$ cat config.mk
export PLATFORM = sky130hd
export DESIGN_NAME = encoder_menu_pwm_setpoint_core
export DESIGN_NICKNAME = d
export VERILOG_FILES = /design/src/emps_pkg.sv /design/src/emps_tmr.sv /design/src/encoder_menu_pwm_setpoint_core.sv
export SDC_FILE = /design/constraint.sdc
export NUM_CORES = 1
export LEC_CHECK = 0
export ABC_CLOCK_PERIOD_IN_PS = 6600
export BUFFER_PORTS_ARGS = -buffer_cell sky130_fd_sc_hd__buf_2
export CAP_MARGIN = 25
export CORE_MARGIN = 8
export CORE_UTILIZATION = 40
export CTS_CLUSTER_SIZE = 20
export DETAILED_ROUTE_END_ITERATION = 10
export REMOVE_ABC_BUFFERS = 1
export SLEW_MARGIN = 40
export SYNTH_ARGS = -nofsm -noshare
export SYNTH_HDL_FRONTEND = slang
export SYNTH_SLANG_ARGS = --single-unit
$ cat constraint.sdc
create_clock -name i_clk -period 6.6 [get_ports i_clk]
set_input_delay 1.32 -clock i_clk [delete_from_list [all_inputs] [get_ports i_clk]]
set_output_delay 1.32 -clock i_clk [all_outputs]
set_load 0.05 [all_outputs]
$ cat src/emps_pkg.sv
package emps_pkg;

    localparam int EMPS_TIMER_BITS = 16;

    // event kinds
    localparam logic [1:0] OP_ENC  = 2'd0;
    localparam logic [1:0] OP_SEL  = 2'd1;
    localparam logic [1:0] OP_STEP = 2'd2;

    // menu pages
    localparam logic [1:0] PAGE_FRONT = 2'd0;
    localparam logic [1:0] PAGE_SETUP = 2'd1;
    localparam logic [1:0] PAGE_DUTY  = 2'd2;
    localparam logic [1:0] PAGE_FREQ  = 2'd3;

    // drive modes
    localparam logic [1:0] DRV_STOP = 2'd0;
    localparam logic [1:0] DRV_LOW  = 2'd1;
    localparam logic [1:0] DRV_HIGH = 2'd2;
    localparam logic [1:0] DRV_RUN  = 2'd3;

    // configuration register indexes
    localparam logic [1:0] CFG_PERIOD_TOP   = 2'd0;
    localparam logic [1:0] CFG_PRESCALE_NUM = 2'd1;
    localparam logic [1:0] CFG_FREQ_MAX     = 2'd2;

    // reset values
    localparam logic [15:0] RST_PERIOD_TOP   = 16'd1399;
    localparam logic [15:0] RST_PRESCALE_NUM = 16'd60000;
    localparam logic [14:0] RST_FREQ_MAX     = 15'd20000;
    localparam logic [1:0]  RST_CURSOR       = 2'd1;
    localparam logic [6:0]  RST_DUTY         = 7'd50;
    localparam logic [14:0] RST_FREQ         = 15'd1000;
    localparam logic [15:0] RST_PRESCALER    = 16'd59;
    localparam logic [15:0] RST_COMPARE      = 16'd650;

    localparam logic [6:0] DUTY_MAX    = 7'd100;
    localparam logic [7:0] PCT_DIVISOR = 8'd100;

    // serial unit step counts
    localparam int DIV_STEPS = 16;
    localparam int MUL_STEPS = 7;
    localparam int CNT_W     = $clog2(DIV_STEPS);

    typedef enum logic [1:0] {
        CTL_IDLE,
        CTL_CALC,
        CTL_EMIT
    } t_ctl_state;

    typedef enum logic [1:0] {
        TMR_IDLE,
        TMR_DIV,
        TMR_MUL,
        TMR_DONE
    } t_tmr_state;

    typedef struct packed {
        logic        start;
        logic [15:0] numer;
        logic [14:0] freq;
        logic [15:0] top;
        logic [6:0]  duty;
    } t_tmr_req;

endpackage

$ cat src/emps_tmr.sv
module emps_tmr
    import emps_pkg::*;
#(
    parameter int TIMER_BITS = EMPS_TIMER_BITS
) (
    input  logic                  i_clk,
    input  logic                  i_rst_n,
    input  t_tmr_req              i_req,
    output logic                  o_done,
    output logic [TIMER_BITS-1:0] o_prescaler,
    output logic [TIMER_BITS-1:0] o_compare
);

    t_tmr_state       r_state;
    t_tmr_state       n_state;
    logic [CNT_W-1:0] r_cnt;

    // numerator / freq: dividend shifts out as quotient shifts in
    logic [15:0] r_num_q;
    logic [14:0] r_rem1;
    logic [14:0] r_div1;
    // top / 100
    logic [15:0] r_top_q;
    logic [6:0]  r_rem2;
    // shift-add multiply by duty
    logic [15:0] r_mcand;
    logic [6:0]  r_mplier;
    logic [15:0] r_acc;

    logic [15:0] w_t1;
    logic        w_ge1;
    logic [15:0] w_r1;
    logic [7:0]  w_t2;
    logic        w_ge2;
    logic [7:0]  w_r2;
    logic        w_last_div;
    logic        w_last_mul;

    assign w_t1  = {r_rem1, r_num_q[15]};
    assign w_ge1 = w_t1 >= {1'b0, r_div1};
    assign w_r1  = w_ge1 ? (w_t1 - {1'b0, r_div1}) : w_t1;
    assign w_t2  = {r_rem2, r_top_q[15]};
    assign w_ge2 = w_t2 >= PCT_DIVISOR;
    assign w_r2  = w_ge2 ? (w_t2 - PCT_DIVISOR) : w_t2;

    assign w_last_div = r_cnt == CNT_W'(DIV_STEPS - 1);
    assign w_last_mul = r_cnt == CNT_W'(MUL_STEPS - 1);

    always_comb begin
        n_state = r_state;
        case (r_state)
            TMR_IDLE: if (i_req.start) n_state = TMR_DIV;
            TMR_DIV:  if (w_last_div) n_state = TMR_MUL;
            TMR_MUL:  if (w_last_mul) n_state = TMR_DONE;
            TMR_DONE: n_state = TMR_IDLE;
            default:  n_state = TMR_IDLE;
        endcase
    end

    always_comb begin
        o_done      = r_state == TMR_DONE;
        o_prescaler = (r_num_q == 16'd0) ? '0 : TIMER_BITS'(r_num_q - 16'd1);
        o_compare   = TIMER_BITS'(r_acc);
    end

    always_ff @(posedge i_clk) begin
        if (!i_rst_n) begin
            r_state <= TMR_IDLE;
            r_cnt   <= '0;
        end else begin
            r_state <= n_state;
            if ((r_state == TMR_DIV && w_last_div) || r_state == TMR_IDLE) begin
                r_cnt <= '0;
            end else if (r_state == TMR_DIV || r_state == TMR_MUL) begin
                r_cnt <= r_cnt + CNT_W'(1);
            end
        end
    end

    always_ff @(posedge i_clk) begin
        case (r_state)
            TMR_IDLE: begin
                if (i_req.start) begin
                    r_num_q  <= i_req.numer;
                    r_rem1   <= '0;
                    r_div1   <= i_req.freq;
                    r_top_q  <= i_req.top;
                    r_rem2   <= '0;
                    r_mplier <= i_req.duty;
                    r_acc    <= '0;
                end
            end
            TMR_DIV: begin
                r_num_q <= {r_num_q[14:0], w_ge1};
                r_rem1  <= w_r1[14:0];
                r_top_q <= {r_top_q[14:0], w_ge2};
                r_rem2  <= w_r2[6:0];
                if (w_last_div) begin
                    r_mcand <= {r_top_q[14:0], w_ge2};
                end
            end
            TMR_MUL: begin
                if (r_mplier[0]) begin
                    r_acc <= r_acc + r_mcand;
                end
                r_mcand  <= {r_mcand[14:0], 1'b0};
                r_mplier <= {1'b0, r_mplier[6:1]};
            end
            default: ;
        endcase
    end

endmodule

$ cat src/encoder_menu_pwm_setpoint_core.sv
// an accepted item moves from idle to the emit state and is loaded into the output register
// once the output channel is free; a select press that returns to the front page with a nonzero
// frequency first runs the timer recompute (16-step bit-serial divider, 7-step shift-add
// multiplier) before commit and output load. A new item is taken only once the last is loaded.
// reset: synchronous active low; all settings and config registers return to power-up
// values and the output channel empties

module encoder_menu_pwm_setpoint_core
    import emps_pkg::*;
#(
    parameter int TIMER_BITS = EMPS_TIMER_BITS
) (
    input  logic        i_clk,
    input  logic        i_rst_n,
    input  logic        s_axis_tvalid,
    output logic        s_axis_tready,
    input  logic [7:0]  s_axis_tdata,   // [0] direction
    input  logic [1:0]  s_axis_tuser,   // [1:0] op
    output logic        m_axis_tvalid,
    input  logic        m_axis_tready,
    // [1:0] page, [3:2] cursor, [5:4] step_size, [12:6] duty, [27:13] frequency,
    // [28] output_on, [30:29] drive_mode, [46:31] prescaler, [62:47] compare
    output logic [63:0] m_axis_tdata,
    input  logic        i_cfg_wr_en,
    input  logic [1:0]  i_cfg_index,
    input  logic [15:0] i_cfg_data
);

    t_ctl_state r_state;
    t_ctl_state n_state;

    logic [15:0] r_period_top;
    logic [15:0] r_prescale_num;
    logic [14:0] r_freq_max;

    logic [1:0]  r_page,   n_page;
    logic [1:0]  r_cursor, n_cursor;
    logic [1:0]  r_step,   n_step;
    logic [6:0]  r_duty,   n_duty;
    logic [14:0] r_freq,   n_freq;
    logic        r_on,     n_on;
    logic [1:0]  r_drive,  n_drive;
    logic [TIMER_BITS-1:0] r_prescaler;
    logic [TIMER_BITS-1:0] r_compare;
    logic        r_cmp_en;

    logic        r_out_valid;
    logic [63:0] r_out_data;

    logic        w_accept;
    logic        w_recalc;
    logic        w_out_free;
    logic        w_load;
    logic [1:0]  w_op;
    logic        w_down;

    t_tmr_req              w_req;
    logic                  w_tmr_done;
    logic [TIMER_BITS-1:0] w_tmr_presc;
    logic [TIMER_BITS-1:0] w_tmr_cmp;

    function automatic logic [14:0] bump(input logic [14:0] v, input logic [14:0] amount,
                                         input logic down, input logic [14:0] limit);
        logic [14:0] res;
        if (down) begin
            res = (v > amount) ? (v - amount) : 15'd0;
        end else if (v >= limit) begin
            res = limit;
        end else begin
            res = ((limit - v) > amount) ? (v + amount) : limit;
        end
        return res;
    endfunction

    function automatic logic [14:0] freq_step(input logic [1:0] sel);
        logic [14:0] res;
        case (sel)
            2'd0:    res = 15'd1;
            2'd1:    res = 15'd10;
            2'd2:    res = 15'd100;
            default: res = 15'd1000;
        endcase
        return res;
    endfunction

    function automatic logic [1:0] drive_of(input logic on, input logic [6:0] duty,
                                            input logic [14:0] freq);
        logic [1:0] res;
        if (!on) begin
            res = DRV_STOP;
        end else if (duty >= DUTY_MAX) begin
            res = DRV_HIGH;
        end else if (freq == 15'd0 || duty == 7'd0) begin
            res = DRV_LOW;
        end else begin
            res = DRV_RUN;
        end
        return res;
    endfunction

    assign w_op   = s_axis_tuser;
    assign w_down = s_axis_tdata[0];

    // event decode
    always_comb begin
        n_page   = r_page;
        n_cursor = r_cursor;
        n_step   = r_step;
        n_duty   = r_duty;
        n_freq   = r_freq;
        n_on     = r_on;
        n_drive  = r_drive;
        w_recalc = 1'b0;
        case (w_op)
            OP_ENC: begin
                case (r_page)
                    PAGE_FRONT: n_cursor = (r_cursor == 2'd1) ? 2'd2 : 2'd1;
                    PAGE_SETUP: begin
                        if (w_down) begin
                            n_cursor = (r_cursor > 2'd1) ? (r_cursor - 2'd1) : 2'd3;
                        end else begin
                            n_cursor = (r_cursor >= 2'd1 && r_cursor < 2'd3) ?
                                       (r_cursor + 2'd1) : 2'd1;
                        end
                    end
                    PAGE_DUTY: begin
                        n_duty = 7'(bump({8'd0, r_duty},
                                         (r_step == 2'd1) ? 15'd10 : 15'd1,
                                         w_down, {8'd0, DUTY_MAX}));
                    end
                    default: n_freq = bump(r_freq, freq_step(r_step), w_down, r_freq_max);
                endcase
            end
            OP_SEL: begin
                case (r_page)
                    PAGE_FRONT: begin
                        if (r_cursor == 2'd1) begin
                            n_on    = ~r_on;
                            n_drive = drive_of(~r_on, r_duty, r_freq);
                        end else begin
                            n_page   = PAGE_SETUP;
                            n_cursor = 2'd1;
                            n_step   = 2'd0;
                        end
                    end
                    PAGE_SETUP: begin
                        n_cursor = 2'd1;
                        n_step   = 2'd0;
                        if (r_cursor == 2'd1) begin
                            n_page = PAGE_DUTY;
                        end else if (r_cursor == 2'd2) begin
                            n_page = PAGE_FREQ;
                        end else begin
                            n_page   = PAGE_FRONT;
                            w_recalc = r_freq != 15'd0;
                        end
                    end
                    default: begin
                        n_page   = PAGE_SETUP;
                        n_cursor = 2'd1;
                        n_step   = 2'd0;
                    end
                endcase
            end
            OP_STEP: begin
                case (r_page)
                    PAGE_DUTY: n_step = (r_step == 2'd0) ? 2'd1 : 2'd0;
                    PAGE_FREQ: n_step = r_step + 2'd1;
                    default:   n_step = 2'd0;
                endcase
            end
            default: ;
        endcase
    end

    always_comb begin
        n_state = r_state;
        case (r_state)
            CTL_IDLE: begin
                if (w_accept) begin
                    n_state = w_recalc ? CTL_CALC : CTL_EMIT;
                end
            end
            CTL_CALC: if (w_tmr_done) n_state = CTL_EMIT;
            CTL_EMIT: if (w_out_free) n_state = CTL_IDLE;
            default:  n_state = CTL_IDLE;
        endcase
    end

    always_comb begin
        s_axis_tready = r_state == CTL_IDLE;
        w_accept      = s_axis_tvalid && s_axis_tready;
        w_out_free    = !r_out_valid || m_axis_tready;
        w_load        = r_state == CTL_EMIT && w_out_free;
        w_req.start   = w_accept && w_recalc;
        w_req.numer   = r_prescale_num;
        w_req.freq    = r_freq;
        w_req.top     = r_period_top;
        w_req.duty    = r_duty;
    end

    emps_tmr #(
        .TIMER_BITS (TIMER_BITS)
    ) u_tmr (
        .i_clk       (i_clk),
        .i_rst_n     (i_rst_n),
        .i_req       (w_req),
        .o_done      (w_tmr_done),
        .o_prescaler (w_tmr_presc),
        .o_compare   (w_tmr_cmp)
    );

    always_ff @(posedge i_clk) begin
        if (!i_rst_n) begin
            r_state        <= CTL_IDLE;
            r_period_top   <= RST_PERIOD_TOP;
            r_prescale_num <= RST_PRESCALE_NUM;
            r_freq_max     <= RST_FREQ_MAX;
            r_page         <= PAGE_FRONT;
            r_cursor       <= RST_CURSOR;
            r_step         <= 2'd0;
            r_duty         <= RST_DUTY;
            r_freq         <= RST_FREQ;
            r_on           <= 1'b0;
            r_drive        <= DRV_STOP;
            r_prescaler    <= TIMER_BITS'(RST_PRESCALER);
            r_compare      <= TIMER_BITS'(RST_COMPARE);
            r_cmp_en       <= 1'b0;
            r_out_valid    <= 1'b0;
        end else begin
            r_state <= n_state;
            if (i_cfg_wr_en) begin
                case (i_cfg_index)
                    CFG_PERIOD_TOP:   r_period_top   <= i_cfg_data;
                    CFG_PRESCALE_NUM: r_prescale_num <= i_cfg_data;
                    CFG_FREQ_MAX:     r_freq_max     <= i_cfg_data[14:0];
                    default: ;
                endcase
            end
            if (w_accept) begin
                r_page   <= n_page;
                r_cursor <= n_cursor;
                r_step   <= n_step;
                r_duty   <= n_duty;
                r_freq   <= n_freq;
                r_on     <= n_on;
                r_drive  <= n_drive;
                // compare only moves for a duty strictly between the ends
                r_cmp_en <= r_duty != 7'd0 && r_duty < DUTY_MAX;
            end
            if (r_state == CTL_CALC && w_tmr_done) begin
                r_prescaler <= w_tmr_presc;
                if (r_cmp_en) begin
                    r_compare <= w_tmr_cmp;
                end
            end
            if (w_load) begin
                r_out_valid <= 1'b1;
            end else if (m_axis_tready) begin
                r_out_valid <= 1'b0;
            end
        end
    end

    always_ff @(posedge i_clk) begin
        if (w_load) begin
            r_out_data <= {1'b0, r_compare[15:0], r_prescaler[15:0], r_drive, r_on,
                           r_freq, r_duty, r_step, r_cursor, r_page};
        end
    end

    assign m_axis_tvalid = r_out_valid;
    assign m_axis_tdata  = r_out_data;

endmodule

# Word-level counts from Yosys, hierarchy flattened
# Index checks and enable logic that the tools add are counted.
# classes
n_addsub	14
n_mul	0
n_div	0
order_cmp	13
n_eq_ne	28
n_shift	0
mux	64
bitwise_logic	3
reduce_logical	48
# op_table
operator	count
16-bit case mux with 2 select lines	4
15-bit 2-to-1 mux	8
16-bit 2-to-1 mux	6
7-bit 2-to-1 mux	7
15-bit subtractor	3
2-bit 2-to-1 mux	20
15-bit greater-than comparator	2
10-bit case mux with 3 select lines	1
15-bit case mux with 2 select lines	1
7-bit case mux with 2 select lines	2
3-bit AND reduction	7
2-bit case mux with 2 select lines	5
2-bit == test, second input constant	9
16-bit adder	1
16-bit by 15-bit >= comparator with 1-bit output	1
16-bit zero test	1
2-bit AND reduction	8
16-bit by 1-bit subtractor with 16-bit output, second input constant	1
15-bit adder	1
15-bit >= comparator	1
15-bit by 4-bit greater-than comparator with 1-bit output	1
15-bit zero test	1
15-bit nonzero test	1
2-bit by 1-bit == test with 1-bit output, second input constant	7
34 further kinds	71
# totals
register_bits	291
latch_bits	0
ramBits	0
romBits	0
out_inout_bits	66
wordCells	196
memories	0

# Logic depth before layout (Yosys ltp)
# depth
ltp_word	8
mapped_depth	19

# Hierarchy
# From an unflattened synthesis, not the netlist that was laid out.
# unflattened
cells_unflattened	1577
area_unflattened_um2	15702.6
# modules_own_cells
module	n_inst	cells_per_inst	area_each_um2	seq_area_each_um2
encoder_menu_pwm_setpoint_core	1	1029	9218.8	4174.0
emps_tmr	1	548	6483.7	3363.2

# Least setup slack after synthesis
# No wires, ideal clock.
# synth_path
kind	flip-flop to flip-flop
start	register u_tmr.r_state[0]
end	register u_tmr.r_num_q[0] (enable)
t_arrival_ns	4.498
slack_ns	1.562
stages_incl_launch_ff	4
synth_period_minus_slack_ns	5.038
path_cell_list	dfxtp_1 -> inv_1 -> ha_1 -> o21ai_0
# synth_between
elab_chain_cells	3
# synth_rtl
element	line_no	rtl
from (decl)	emps_tmr.sv:14	t_tmr_state r_state;
from (signal assigned)	emps_tmr.sv:71	r_state <= n_state;
2-bit by 1-bit == test with 1-bit output / 2-bit zero test (equally long branches)	emps_tmr.sv:81	case (r_state)
2-bit nonzero test (no source line) / 2-bit by 1-bit inequality test with 1-bit output (equally long branches)	n/a	
2-bit AND reduction (no source line) *	n/a	
to (signal assigned)	emps_tmr.sv:84	r_num_q <= i_req.numer;
to (signal assigned)	emps_tmr.sv:94	r_num_q <= {r_num_q[14:0], w_ge1};
to (decl)	emps_tmr.sv:19	logic [15:0] r_num_q;
# Every way passes the cells marked *; elsewhere a longest branch is shown, timed or not.
# A chain may end at the register's enable or synchronous reset.

# Final worst setup path
# layout_path
start	register r_freq[4]
end	register r_freq[6]
# layout_between
elab_chain_cells	5
# layout_rtl
element	line_no	rtl
from (decl)	encoder_menu_pwm_setpoint_core.sv:40	logic [14:0] r_freq, n_freq;
from (signal assigned)	encoder_menu_pwm_setpoint_core.sv:245	r_freq <= n_freq;
15-bit subtractor	encoder_menu_pwm_setpoint_core.sv:70	res = ((limit - v) > amount) ? (v + amount) : limit;
15-bit greater-than comparator	encoder_menu_pwm_setpoint_core.sv:70	
15-bit 2-to-1 mux	encoder_menu_pwm_setpoint_core.sv:70	
15-bit 2-to-1 mux	encoder_menu_pwm_setpoint_core.sv:67	end else if (v >= limit) begin
15-bit 2-to-1 mux *	encoder_menu_pwm_setpoint_core.sv:65	if (down) begin
# Marked as above.

==> metrics.md <==
| Metric | Value |
|---|---|
| Hold slack | `0.428 ns` |
| Met2 routed WL | `17,900 um` |
| Die Wd | `212 um` |
| CTS sink count | `291` |
| Clock Skew | `0.0239 ns` |
| Main synth FF type | `edfxtp_1` |
| Die ar. | `0.0450 mm2` |
| R2r endpoint | `r_freq[6]$_SDFFE_PN1P_` |
| Iteration-0 DRC count of the detailed router | `598` |
| CP Class | `flop to flop` |
| Final worst slack | `1.45 ns` |
| Routed Antenna Nets | `0` |
| Vias | `11,523` |
| R2R cell count | `17` |
| DRC | `0` |
| Largest net degree at the start of global routing | `55` |
| Routed len/inst | `17.7 um` |
| Initial antenna violation count | `2` |
| Most used cell, CP | `ha_1` |
| Worst Hold Path Cells | `0` |
| Ports | `99` |
| Post-synthesis cell count | `1,537` |
| Area contributors post-synth | `edfxtp_1 (33%), dfxtp_1 (16%), ha_1 (8.4%)` |
| Lkg Pwr | `6.58 nW` |
| Clock Latency Late Sink | `0.52 ns` |
| Synthesized area | `0.0154 mm2` |
| CTS root buf | `clkbuf_16` |
| Worst Setup End Kind | `flop` |
| Final Hold Fails | `0` |
| Worst Max-Slew Pin Slew | `0.794 ns` |
| CP Launch Type | `flop` |
| Die Ht | `212 um` |
| RR Startpoint | `r_freq[4]$_SDFFE_PN0P_` |
| R2R Setup Slk | `1.45 ns` |
| Area after DPL | `0.0164 mm2` |
| Area leader, netlist | `edfxtp_1` |
| Seq cells post-synth | `291` |
| Share of cells above drive strength 1 | `13.9%` |
| Starting density of the core | `40.2%` |
| Area delta synth->final | `13.6%` |
| Post-Layout Inst Area | `0.0175 mm2` |
| Clock buffer depth | `3` |
| CP max FO | `14` |
| Number of max-cap violations | `0` |
| Cell area power density | `238 mW/mm2` |
| Placed cells | `2,096` |
| Fmax | `194 MHz` |
| Num CTS Buffers | `34` |
| Worst path max stage delay | `0.59 ns` |
| Final setup vio count | `0` |
| Top cell type's share of synthesized area | `33.3%` |
| Vias per cell | `5.33` |
| CORE AREA | `0.0383 mm2` |
| First-pass GRT wire length | `60,800 um` |
| CTS H-Tree Depth | `2` |
| Fin nets | `1,759` |
| HP Class | `flop to flop` |
| Num rows | `72` |
| Maximum vdd drop | `0.134 mV` |
| Crit path max-delay cell type | `or4b_4` |
| Non-Filler Instances | `2,160` |
| Hold Crit Start | `r_compare[14]$_SDFFE_PN0P_` |
| CTS tree | `done` |
| Synth warnings | `0` |
| Max_slew headroom | `47.0%` |
| Setup TNS | `0 ns` |
| Outcome | `finished, final reports clean` |
| Post CTS Setup Buffer Count | `0` |
| Vias in the first global route | `11,338` |
| Wl on met1 | `17,300 um` |
| Resize count post-CTS | `0` |
| Total Wirelength | `38,200 um` |
| GP Congestion | `0.858` |
| Clk pin slew, worst setup/hold paths | `0.06 ns` |
| Crit path required time | `7.05 ns` |
| Distinct cells, synth | `76` |
| Setup WS pre-CTS | `1.48 ns` |
| Seq/Total Area, Yosys | `48.9%` |
| Avg Cell Area, Syn | `10.0 um2` |
| WHS Endpoint | `m_axis_tdata[61]$_DFFE_PP_` |
| Gr ovfl total | `0` |
| Fin. max-slew vios | `0` |
| Number of synthesized flops with an enable pin | `171` |
| DR WL met3 | `1720 um` |
| Dpl hpwl | `27,400 um` |
| Crit path DAT | `5.60 ns` |
| Final worst path period need | `5.15 ns` |
| Asr flop ratio synth | `0%` |
| Drt first pass iters | `5` |
| Critical Path Source | `r_freq[4]$_SDFFE_PN0P_` |
| PortBufs | `90` |
| Crit-path cells | `inv_1, ha_1, o211ai_1, a21oi_1, nor4_1, o31ai_1, xor2_1, ha_1, nand3_1, or3_1, o21ai_0, a31oi_1, or4_4, nor4_4, a21oi_2, or4b_4, o211ai_2` |
| GRT Util Overall | `16.7%` |
| Final period util | `78.0%` |
| Unrepaired setup endpoints after global routing | `false` |
| Highest Signal Layer | `met4` |
| # hold bufs at CTS | `0` |
-- final cells by class --
| cell class | count | area [um2] |
|---|---|---|
| clock inverters | 15 | 141 |
| diodes | 2 | 5.00 |
| multi-input cells | 1100 | 7350 |
| clock buffers | 46 | 947 |
| repair buffers | 99 | 528 |
| flip-flops and latches | 291 | 7540 |
| fillers | 3614 | 20800 |
| well taps | 518 | 648 |
| inverters | 89 | 334 |
-- Yosys cell counts, types with 9 or more instances --
library cell  number
nand2_1          192
nor4_1            13
dfxtp_1          120
o21a_1             9
nor2_1           134
clkbuf_1          54
nand2b_1          17
a21oi_1          108
a22oi_1           10
o21bai_1          12
inv_1             88
a31oi_1           11
nor2b_1           15
a211oi_1          12
nand4_1           13
xnor2_1           40
nand3_1           53
a21o_1            13
nor3_1            35
edfxtp_1         171
or3_1             10
xor2_1            24
o21ai_0           64
ha_1             104
mux2i_1           21
mux2_2            48
-- worst max-delay path by stage --
stage,end,slack (ns),cells after the start
after global placement,r_freq[6]$_SDFFE_PN1P_,1.52,16
after detailed placement,r_freq[6]$_SDFFE_PN1P_,1.48,17
after floorplan,u_tmr.r_num_q[0]$_DFFE_PP_,0.25,4
after CTS,r_freq[6]$_SDFFE_PN1P_,1.46,17
final,r_freq[6]$_SDFFE_PN1P_,1.45,17
after global routing,r_freq[6]$_SDFFE_PN1P_,1.12,16
-- registers in the layout (all words and copies together) (netlist names), 4 cells and up --
register,count
r_freq,15
r_prescale_num,16
r_period_top,16
u_tmr.r_div1,15
u_tmr.r_mplier,7
r_duty,7
u_tmr.r_top_q,16
u_tmr.r_rem2,7
u_tmr.r_cnt,4
u_tmr.r_rem1,15
u_tmr.r_num_q,16
r_prescaler,16
r_freq_max,15
r_compare,16
u_tmr.r_mcand,16
m_axis_tdata,63
u_tmr.o_compare,16
-- power by group --
part / leakage (nW) / internal (W) / switching, W / total [W]
combinational: 3.57 / 0.000116 / 0.000216 / 0.000332
sequential: 2.48 / 0.00196 / 0.0000204 / 0.00198
clock: 0.534 / 0.00109 / 0.000753 / 0.00185
-- logic make-up (layout without fill, tap and decap cells) --
kind of cell | Yosys count | in the layout | share of synthesized area (%)
other | 1 | 3 | 0.0244
XOR/XNOR | 64 | 64 | 3.64
AND/OR/NAND/NOR | 529 | 529 | 15.9
multiplexers | 69 | 69 | 4.87
adder cells (fa/ha/maj) | 111 | 111 | 9.36
flip-flops | 291 | 291 | 48.9
AO/OA/AOI/OAI | 326 | 326 | 13.6
buffers and inverters | 146 | 249 | 3.59
-- worst max-delay path, delay by kind of cell (launching register included) --
family          cells  cell delay [ns]
buf+inv             1             0.24
flops               1             0.58
fa+ha+maj           2             0.72
xor+xnor            1             0.11
simple gates        6             2.19
compound gates      7             1.24
-- metrics by stage --
step / total power (W) / util (%)
floorplan: 0.00225 / -
global placement: 0.00234 / 42.7
detailed placement: 0.00235 / 42.8
CTS: 0.00421 / 45.7
global route: 0.00430 / 45.7
finish: 0.00416 / 45.7
-- routing by layer --
layer,global-route usage (%),up-vias
li1,-,5686
met2,28.3,251
met3,2.36,76
met4,6.54,0
met5,0,-
met1,21.5,5510
-- cell usage in the layout (no fill, tap or decap), types with 13 or more instances in the layout --
cell type and n:
nor2b_1 15, edfxtp_1 171, dfxtp_1 120, ha_1 104
nor2_1 132, a21o_1 13, clkbuf_16 35, o21ai_0 61
nor3_1 34, nand4_1 13, xnor2_1 40, xor2_1 24
mux2i_1 21, nor4_1 13, buf_2 91, a21oi_1 108
nand2b_1 17, mux2_2 48, nand3_1 53, nand2_1 192
inv_1 86
No activity file was read; power rests on OpenSTA's default activity.
